**src/rtl/tcw_pkg.sv**
```systemverilog
// Shared types and constants for the text console character writer.
// Screen geometry, field widths, function and control character codes.
// No dependencies; tcw_if.sv, tcw_ctrl.sv and the top level refer to this package by scoped names.
package tcw_pkg;

	// Screen geometry
	localparam int COLUMNS    = 80;
	localparam int ROWS       = 25;
	localparam int CELL_COUNT = ROWS * COLUMNS;

	localparam int ROW_W  = $clog2(ROWS);
	localparam int COL_W  = $clog2(COLUMNS);
	localparam int ADDR_W = $clog2(CELL_COUNT);

	// Field widths of the channels
	localparam int FUNC_W  = 2;
	localparam int CHAR_W  = 8;
	localparam int ATTR_W  = 8;
	localparam int RROW_W  = 5;
	localparam int RCOL_W  = 7;
	localparam int OROW_W  = 5;
	localparam int OCOL_W  = 7;
	localparam int LIN_W   = 11;
	localparam int CELL_W  = ATTR_W + CHAR_W;

	// Address constants
	localparam logic [ADDR_W-1:0] LAST_ADDR     = ADDR_W'(CELL_COUNT - 1);
	localparam logic [ADDR_W-1:0] LAST_ROW_BASE = ADDR_W'((ROWS - 1) * COLUMNS);
	localparam logic [ADDR_W-1:0] ROW_STRIDE    = ADDR_W'(COLUMNS);
	localparam logic [ROW_W-1:0]  LAST_ROW      = ROW_W'(ROWS - 1);
	localparam logic [COL_W-1:0]  LAST_COL      = COL_W'(COLUMNS - 1);

	// Function codes
	localparam logic [FUNC_W-1:0] FUNC_PUT   = 2'd0;
	localparam logic [FUNC_W-1:0] FUNC_CLEAR = 2'd1;
	localparam logic [FUNC_W-1:0] FUNC_READ  = 2'd2;

	// Control characters and fill values
	localparam logic [CHAR_W-1:0] CH_BACKSPACE = 8'd8;
	localparam logic [CHAR_W-1:0] CH_TAB       = 8'd9;
	localparam logic [CHAR_W-1:0] CH_NEWLINE   = 8'd10;
	localparam logic [CHAR_W-1:0] CH_RETURN    = 8'd13;
	localparam logic [CHAR_W-1:0] CH_SPACE     = 8'h20;
	localparam logic [ATTR_W-1:0] ATTR_RESET   = 8'h07;

	// Request from the controller to the screen memory
	typedef struct packed {
		logic              we;
		logic [ADDR_W-1:0] waddr;
		logic [CELL_W-1:0] wdata;
		logic              re;
		logic [ADDR_W-1:0] raddr;
	} ram_req_t;

endpackage

```
**src/rtl/tcw_if.sv**
```systemverilog
// Channel interfaces of the text console writer: command in, result out.
// Valid/ready handshake; depends on tcw_pkg for field widths.
interface tcw_cmd_if;
	logic                        valid;
	logic                        ready;
	logic [tcw_pkg::FUNC_W-1:0]  func;
	logic [tcw_pkg::CHAR_W-1:0]  char_code;
	logic [tcw_pkg::RROW_W-1:0]  read_row;
	logic [tcw_pkg::RCOL_W-1:0]  read_column;

	modport source (output valid, func, char_code, read_row, read_column, input ready);
	modport sink (input valid, func, char_code, read_row, read_column, output ready);
endinterface

interface tcw_res_if;
	logic                        valid;
	logic                        ready;
	logic [tcw_pkg::OROW_W-1:0]  cursor_row;
	logic [tcw_pkg::OCOL_W-1:0]  cursor_column;
	logic [tcw_pkg::LIN_W-1:0]   cursor_linear;
	logic [tcw_pkg::CELL_W-1:0]  cell_value;

	modport source (output valid, cursor_row, cursor_column, cursor_linear, cell_value,
		input ready);
	modport sink (input valid, cursor_row, cursor_column, cursor_linear, cell_value,
		output ready);
endinterface

```
**src/rtl/tcw_ctrl.sv**
```systemverilog
// Console sequencer: cursor, put/clear/read handling, scroll and fill sweeps.
// Drives the screen memory through a registered write stage; owns the result register.
// Depends on tcw_pkg and the channel interfaces in tcw_if.sv.
module tcw_ctrl (
	input  logic                        clk,
	input  logic                        arst_n,
	input  logic [tcw_pkg::ATTR_W-1:0]  attr,
	tcw_cmd_if.sink                     cmd,
	tcw_res_if.source                   res,
	output tcw_pkg::ram_req_t           ram_req,
	input  logic [tcw_pkg::CELL_W-1:0]  ram_rdata
);

	typedef enum logic [2:0] {
		ST_INIT,
		ST_IDLE,
		ST_PRINT,
		ST_SCROLL,
		ST_CLEAR,
		ST_DONE
	} state_t;

	localparam logic [2:0] TAB_SPACES = 3'd4;

	state_t                          state_q;
	logic [tcw_pkg::ROW_W-1:0]       row_q;
	logic [tcw_pkg::COL_W-1:0]       col_q;
	logic [tcw_pkg::ADDR_W-1:0]      sweep_q;
	logic [2:0]                      tabs_q;
	logic                            cell_sel_q;

	// write stage
	logic                            wr_en_s1;
	logic                            wr_copy_s1;
	logic [tcw_pkg::ADDR_W-1:0]      wr_addr_s1;
	logic [tcw_pkg::CELL_W-1:0]      wr_data_s1;

	// result register
	logic                            res_valid_q;
	logic [tcw_pkg::OROW_W-1:0]      res_row_q;
	logic [tcw_pkg::OCOL_W-1:0]      res_col_q;
	logic [tcw_pkg::LIN_W-1:0]       res_lin_q;
	logic [tcw_pkg::CELL_W-1:0]      res_cell_q;

	logic                            accept;
	logic [tcw_pkg::ADDR_W-1:0]      cur_addr;
	logic [tcw_pkg::ADDR_W-1:0]      rd_addr;
	logic                            rd_hit;
	logic                            col_last;
	logic                            row_last;
	logic [tcw_pkg::COL_W-1:0]       adv_col;
	logic [tcw_pkg::ROW_W-1:0]       adv_row;
	logic                            adv_scroll;
	logic [tcw_pkg::CELL_W-1:0]      blank;

	// handshake: no new transaction while a write is still in flight
	assign cmd.ready = (state_q == ST_IDLE) && !wr_en_s1;
	assign accept    = cmd.valid && cmd.ready;

	// cursor address and read address
	assign cur_addr = tcw_pkg::ADDR_W'(row_q) * tcw_pkg::ROW_STRIDE
		+ tcw_pkg::ADDR_W'(col_q);
	assign rd_hit = (32'(cmd.read_row) < 32'(tcw_pkg::ROWS))
		&& (32'(cmd.read_column) < 32'(tcw_pkg::COLUMNS));
	assign rd_addr = tcw_pkg::ADDR_W'(cmd.read_row) * tcw_pkg::ROW_STRIDE
		+ tcw_pkg::ADDR_W'(cmd.read_column);

	// cursor advance after one printed cell
	assign col_last   = (col_q == tcw_pkg::LAST_COL);
	assign row_last   = (row_q == tcw_pkg::LAST_ROW);
	assign adv_col    = col_last ? '0 : col_q + tcw_pkg::COL_W'(1);
	assign adv_row    = (col_last && !row_last) ? row_q + tcw_pkg::ROW_W'(1) : row_q;
	assign adv_scroll = col_last && row_last;

	assign blank = {attr, tcw_pkg::CH_SPACE};

	// memory request: reads issued directly, writes from the write stage
	always_comb begin
		ram_req.re = ((state_q == ST_IDLE) && accept && (cmd.func == tcw_pkg::FUNC_READ)
			&& rd_hit)
			|| ((state_q == ST_SCROLL) && (sweep_q < tcw_pkg::LAST_ROW_BASE));
		ram_req.raddr = (state_q == ST_SCROLL) ? sweep_q + tcw_pkg::ROW_STRIDE : rd_addr;
		ram_req.we    = wr_en_s1;
		ram_req.waddr = wr_addr_s1;
		ram_req.wdata = wr_copy_s1 ? ram_rdata : wr_data_s1;
	end

	// result channel
	assign res.valid         = res_valid_q;
	assign res.cursor_row    = res_row_q;
	assign res.cursor_column = res_col_q;
	assign res.cursor_linear = res_lin_q;
	assign res.cell_value    = res_cell_q;

	// sequencer
	always_ff @(posedge clk or negedge arst_n) begin
		if (!arst_n) begin
			state_q     <= ST_INIT;
			row_q       <= '0;
			col_q       <= '0;
			sweep_q     <= '0;
			tabs_q      <= '0;
			cell_sel_q  <= 1'b0;
			wr_en_s1    <= 1'b0;
			wr_copy_s1  <= 1'b0;
			res_valid_q <= 1'b0;
		end else begin
			wr_en_s1   <= 1'b0;
			wr_copy_s1 <= 1'b0;
			if (res.ready) begin
				res_valid_q <= 1'b0;
			end
			case (state_q)
				// clearing pass after reset: every cell to zero
				ST_INIT: begin
					wr_en_s1   <= 1'b1;
					wr_addr_s1 <= sweep_q;
					wr_data_s1 <= '0;
					if (sweep_q == tcw_pkg::LAST_ADDR) begin
						sweep_q <= '0;
						state_q <= ST_IDLE;
					end else begin
						sweep_q <= sweep_q + tcw_pkg::ADDR_W'(1);
					end
				end

				ST_IDLE: begin
					if (accept) begin
						cell_sel_q <= 1'b0;
						state_q    <= ST_DONE;
						case (cmd.func)
							tcw_pkg::FUNC_PUT: begin
								if (cmd.char_code == tcw_pkg::CH_NEWLINE) begin
									col_q <= '0;
									if (row_last) begin
										sweep_q <= '0;
										tabs_q  <= '0;
										state_q <= ST_SCROLL;
									end else begin
										row_q <= row_q + tcw_pkg::ROW_W'(1);
									end
								end else if (cmd.char_code == tcw_pkg::CH_RETURN) begin
									col_q <= '0;
								end else if (cmd.char_code == tcw_pkg::CH_BACKSPACE) begin
									// step back one linear cell, except at the origin
									if (cur_addr != '0) begin
										wr_en_s1   <= 1'b1;
										wr_addr_s1 <= cur_addr - tcw_pkg::ADDR_W'(1);
										wr_data_s1 <= blank;
										if (col_q != '0) begin
											col_q <= col_q - tcw_pkg::COL_W'(1);
										end else begin
											row_q <= row_q - tcw_pkg::ROW_W'(1);
											col_q <= tcw_pkg::LAST_COL;
										end
									end
								end else if (cmd.char_code == tcw_pkg::CH_TAB) begin
									tabs_q  <= TAB_SPACES;
									state_q <= ST_PRINT;
								end else begin
									wr_en_s1   <= 1'b1;
									wr_addr_s1 <= cur_addr;
									wr_data_s1 <= {attr, cmd.char_code};
									row_q      <= adv_row;
									col_q      <= adv_col;
									if (adv_scroll) begin
										sweep_q <= '0;
										tabs_q  <= '0;
										state_q <= ST_SCROLL;
									end
								end
							end
							tcw_pkg::FUNC_CLEAR: begin
								row_q   <= '0;
								col_q   <= '0;
								sweep_q <= '0;
								state_q <= ST_CLEAR;
							end
							tcw_pkg::FUNC_READ: begin
								cell_sel_q <= rd_hit;
							end
							default: begin
							end
						endcase
					end
				end

				// tab: one space per cycle, may scroll in between
				ST_PRINT: begin
					wr_en_s1   <= 1'b1;
					wr_addr_s1 <= cur_addr;
					wr_data_s1 <= blank;
					row_q      <= adv_row;
					col_q      <= adv_col;
					tabs_q     <= tabs_q - 3'd1;
					if (adv_scroll) begin
						sweep_q <= '0;
						state_q <= ST_SCROLL;
					end else if (tabs_q == 3'd1) begin
						state_q <= ST_DONE;
					end
				end

				// scroll: copy each cell from one row below, blank the last row
				ST_SCROLL: begin
					wr_en_s1   <= 1'b1;
					wr_addr_s1 <= sweep_q;
					wr_copy_s1 <= (sweep_q < tcw_pkg::LAST_ROW_BASE);
					wr_data_s1 <= blank;
					if (sweep_q == tcw_pkg::LAST_ADDR) begin
						sweep_q <= '0;
						state_q <= (tabs_q != '0) ? ST_PRINT : ST_DONE;
					end else begin
						sweep_q <= sweep_q + tcw_pkg::ADDR_W'(1);
					end
				end

				// clear: blank every cell
				ST_CLEAR: begin
					wr_en_s1   <= 1'b1;
					wr_addr_s1 <= sweep_q;
					wr_data_s1 <= blank;
					if (sweep_q == tcw_pkg::LAST_ADDR) begin
						sweep_q <= '0;
						state_q <= ST_DONE;
					end else begin
						sweep_q <= sweep_q + tcw_pkg::ADDR_W'(1);
					end
				end

				// load the result once the output register is free
				ST_DONE: begin
					if (!res_valid_q || res.ready) begin
						res_valid_q <= 1'b1;
						res_row_q   <= tcw_pkg::OROW_W'(row_q);
						res_col_q   <= tcw_pkg::OCOL_W'(col_q);
						res_lin_q   <= tcw_pkg::LIN_W'(cur_addr);
						res_cell_q  <= cell_sel_q ? ram_rdata : '0;
						state_q     <= ST_IDLE;
					end
				end

				default: begin
					state_q <= ST_IDLE;
				end
			endcase
		end
	end

endmodule

```
**src/flat_wrapper.sv**
```systemverilog
// flat-port wrapper written by rule: the top's interface ports become plain ports
module tcw_ctrl_flat 
  (clk, arst_n, attr, ram_req, ram_rdata, cmd_valid, cmd_func, cmd_char_code, cmd_read_row, cmd_read_column, cmd_ready, res_valid, res_cursor_row, res_cursor_column, res_cursor_linear, res_cell_value, res_ready);
  tcw_cmd_if cmd_i ();
  tcw_res_if res_i ();
  input  logic clk;
  input  logic arst_n;
  input  logic [tcw_pkg::ATTR_W-1:0] attr;
  output tcw_pkg::ram_req_t ram_req;
  input  logic [tcw_pkg::CELL_W-1:0] ram_rdata;
  input wire logic [$bits(cmd_i.valid)-1:0] cmd_valid;
  input wire logic [$bits(cmd_i.func)-1:0] cmd_func;
  input wire logic [$bits(cmd_i.char_code)-1:0] cmd_char_code;
  input wire logic [$bits(cmd_i.read_row)-1:0] cmd_read_row;
  input wire logic [$bits(cmd_i.read_column)-1:0] cmd_read_column;
  output wire logic [$bits(cmd_i.ready)-1:0] cmd_ready;
  output wire logic [$bits(res_i.valid)-1:0] res_valid;
  output wire logic [$bits(res_i.cursor_row)-1:0] res_cursor_row;
  output wire logic [$bits(res_i.cursor_column)-1:0] res_cursor_column;
  output wire logic [$bits(res_i.cursor_linear)-1:0] res_cursor_linear;
  output wire logic [$bits(res_i.cell_value)-1:0] res_cell_value;
  input wire logic [$bits(res_i.ready)-1:0] res_ready;
  assign cmd_i.valid = cmd_valid;
  assign cmd_i.func = cmd_func;
  assign cmd_i.char_code = cmd_char_code;
  assign cmd_i.read_row = cmd_read_row;
  assign cmd_i.read_column = cmd_read_column;
  assign cmd_ready = cmd_i.ready;
  assign res_valid = res_i.valid;
  assign res_cursor_row = res_i.cursor_row;
  assign res_cursor_column = res_i.cursor_column;
  assign res_cursor_linear = res_i.cursor_linear;
  assign res_cell_value = res_i.cell_value;
  assign res_i.ready = res_ready;
  tcw_ctrl u_core (.clk(clk), .arst_n(arst_n), .attr(attr), .cmd(cmd_i), .res(res_i), .ram_req(ram_req), .ram_rdata(ram_rdata));
endmodule
```
**config.mk**
```make
export PLATFORM = sky130hd
export DESIGN_NAME = tcw_ctrl_flat
export DESIGN_NICKNAME = d
export VERILOG_FILES = /design/src/rtl/tcw_pkg.sv /design/src/rtl/tcw_if.sv /design/src/rtl/tcw_ctrl.sv /design/src/flat_wrapper.sv
export SDC_FILE = /design/constraint.sdc
export NUM_CORES = 1
export LEC_CHECK = 0
export ABC_AREA = 1
export BUFFER_PORTS_ARGS = -buffer_cell sky130_fd_sc_hd__clkbuf_2
export CORE_ASPECT_RATIO = 1.5
export CORE_MARGIN = 5
export CORE_UTILIZATION = 50
export DETAILED_ROUTE_END_ITERATION = 12
export GPL_TIMING_DRIVEN = 1
export PLACE_DENSITY_LB_ADDON = 0.1
export SETUP_SLACK_MARGIN = 0.1
export SYNTH_ARGS = -nofsm -noshare
export SYNTH_HDL_FRONTEND = slang
export SYNTH_SLANG_ARGS = --single-unit
export TNS_END_PERCENT = 10
```
**constraint.sdc**
```tcl
create_clock -name clk -period 2.9 [get_ports clk]
set_input_delay 0.58 -clock clk [delete_from_list [all_inputs] [get_ports clk]]
set_output_delay 0.58 -clock clk [all_outputs]
set_load 0.1 [all_outputs]
```
==> metrics.cfg <==
[sta]
slew_viol_final = 0
grt_setup_unrepaired = true
fin_tns_setup_ps = -220
period_minus_slack_ps = 3080
tightest_slew_ps = 708
max_freq_mhz = 325
fin_crit_sh_pct = 106
final.setup_skew_ps = 12.2
slew-limit-headroom_pct = 52.8
fin_ws_ps = -180
final_hold_viol_count = 0
setup_viol = 2
hold_ws_ps = 243

[finish]
num-nets-final = 1096
synthToLayoutAreaGrowth_pct = 22.6
diodes = 0
fillCellCount = 1209
fin_area_um2 = 8530
final_cells = 1179
drive_gt1_share_pct = 30.8
regArea_um2 = 2690
multi_input_area_um2 = 3800

[route]
vias = 6315
firstDrtPassIters = 5
drt_iter0_markers = 355
drcViolationCount = 0
routedWlPerCell_um = 15.7
ant_nets = 0
drt_wl_total_um = 18500
vias_per_cell = 5.36

[pwr]
p_total_w = 0.00826
power_density_nw_per_um2 = 969
p_seq_share_pct = 26.2
p_leak_nw = 4.16
max-vdd-ir-drop_v = 0.000565
intPower_w = 0.00374
netSwitchingFraction_pct = 54.8
p_switching_w = 0.00453
p_clk_share_pct = 14.2
combPwrFrac_pct = 59.6

[floorplanning]
die-area_um2 = 16400
chipHeight_um = 154
die_w_um = 106
io_pins = 131
num_rows = 52
initial_core_util_pct = 51.1
coreArea_um2 = 13600

[global_route]
grt_first_pass_wirelength_um = 29900
grt.total_usage_pct = 22.8
antenna_found_initial = 0
gr-total-overflow = 0
grt_max_degree = 36
grt_pass1_vias = 6164

[place]
routabilityCongestion = 0.890
placed_cell_area_um2 = 8090
dp_hpwl_um = 14300
dp.cells = 1159
io_buffers = 130

[outcome]
failed_checks = setup timing
status = finished, violations left

[cts]
clockBufferDepth = 2
postCtsHoldBufs = 0
clk_pin_slew_ps = 70
cts_tree = done
clock_latency_ps = 350
root_buffer = clkbuf_16
cts_buffers = 9
cts.sink_count = 95
h-tree-depth = 3

[logic_synthesis]
synth-edff-count = 62
async_reset_ff_share_pct = 34.7
yosys_warnings = 0
syn_nets = 949
yosys.area.top_type = edfxtp_1
synth_area_um2 = 6950
yosys-top-cells-area = edfxtp_1 27%, dfrtp_1 12%, nand2_1 11%
synth_seq_area_share_pct = 38.6
synth_cells = 865
synth_area_per_cell_um2 = 8.04
ys_top_cells_by_count = 205 x nand2_1, 106 x inv_1, 76 x nor2_1
yosysUniqueCellTypes = 53
synth_seq_cells = 95
synth_most_common_cell = nand2_1
synth.top_cell.area_share_pct = 26.8
ys.flop_type = edfxtp_1

[job]
drv_cap = 0

[critical_path]
critPathLaunchType = input pin
critPathKind = in2out
worst_setup_path_end_kind = primary output
cp.required_ps = 2320
cp_max_fo = 3
cp.arrival_ps = 2500

[hold_path]
hp-class = in2async

## worst max-delay path, cell delays in order
cell     delay (ps)
buf_8           100
ha_4            230
ha_4            160
fa_2            540
inv_2            40
or2_4           240
o21ai_2         140
nand2_2          80
o32ai_4         160
buf_12          210
## sequential cells by signal, indices dropped and copies added (netlist names)
signal and flops:
u_core.row_q 5, u_core.tabs_q 3, u_core.wr_addr_s1 11, u_core.wr_copy_s1 1, u_core.state_q 3, u_core.res.cell_value 16
u_core.res.valid 1, u_core.res.cursor_linear 11, u_core.wr_en_s1 1, u_core.res.cursor_row 5, u_core.col_q 7, u_core.cell_sel_q 1
u_core.sweep_q 11, u_core.wr_data_s1 16, u_core.res.cursor_column 3
## kinds of logic after synthesis
kind of cell               count (synthesis)  share of synthesized area [%]
DFF                                       95                           38.6
buffers and inverters                    153                           9.39
xor gates and xnor gates                  17                           2.25
muxes                                     16                           2.59
AOI/OAI and AO/OA                        116                           9.77
adders and majority gates                 34                           6.55
and+or+nand+nor                          434                           30.8
## placed cells by master, fill, tap and decap left out, drive strengths merged
cell type,n
or2,4
o22ai,9
nand3b,2
inv,125
nand3,79
xnor2,5
o221ai,3
o32ai,1
a221oi,1
nand2,231
edfxtp,62
dfrtp,33
o21a,1
buf,46
clkinvlp,2
nor3,7
ha,30
a21oi,30
xor2,12
nor4,1
o31ai,2
o21ai,55
mux2,16
a22oi,5
clkinv,5
nand4,19
fa,4
o211ai,6
a31oi,2
clkbuf,127
a32o,1
nor2,91
## cell type report
class | instances | area share, %
multi-input cells | 617 | 44.6
flip-flops and latches | 95 | 31.5
repair buffers | 164 | 12.5
inverters | 125 | 5.61
clock buffers | 9 | 2.64
well taps | 162 | 2.38
clock inverters | 7 | 0.748
## worst paths after layout
kind | cells after the start | endpoint | start | slack (ps)
min in group clk | 3 | u_core.res.cell_value[6]$_SDFFCE_PN0P_ | ram_rdata[6] | 490
hold reg to reg | 2 | u_core.tabs_q[2]$_DFFE_PN0P_ | u_core.tabs_q[2]$_DFFE_PN0P_ | 580
setup / recovery | 10 | ram_req[10] | cmd_read_row[1] | -180
max in group asynchronous | 2 | u_core.col_q[6]$_DFFE_PN0P_ | arst_n | 2290
setup reg to reg | 13 | u_core.wr_data_s1[6]$_DFFE_PP_ | u_core.row_q[1]$_DFFE_PN0P_ | 150
hold / removal | 2 | u_core.tabs_q[1]$_DFFE_PN0P_ | arst_n | 240
## stage by stage
| step | setup slack [ps] | util, % |
|---|---|---|
| 2_1_floorplan | -229 | - |
| 3_3_place_gp | -225 | 59.5 |
| 3_5_place_dp | -231 | 59.5 |
| 4_1_cts | -151 | 62.0 |
| 5_1_grt | -246 | 62.7 |
| 6_report | -180 | 62.7 |
## per-layer routing
layer  part of all wire [%]  routed length, um  vias up  global-route usage [%]
li1                       -                  -     3161                       -
met1                     38               7070     2913                    25.6
met2                     53               9880      193                    41.9
met3                    5.0                922       48                    3.84
met4                    3.4                629        0                    10.1
met5                      0                  0        -                       0
## power groups by stage
stage | sequential [W] | combinational (W) | clock, W
after floorplan | 0.00313 | 0.00286 | 0
after global placement | 0.00219 | 0.00479 | 0
after detailed placement | 0.00219 | 0.00483 | 0
after CTS | 0.00216 | 0.00487 | 0.00120
after global routing | 0.00221 | 0.00528 | 0.00126
final | 0.00217 | 0.00493 | 0.00117
## timing repair
| item | in CTS | in global routing |
|---|---|---|
| setup endpoints to repair | 28 | 43 |
| buffers inserted | 1 | 2 |
| cloned | 0 | 1 |
| resized for setup | 13 | 16 |
| pin swaps | 17 | 14 |
(Power assumes the default switching activity.)
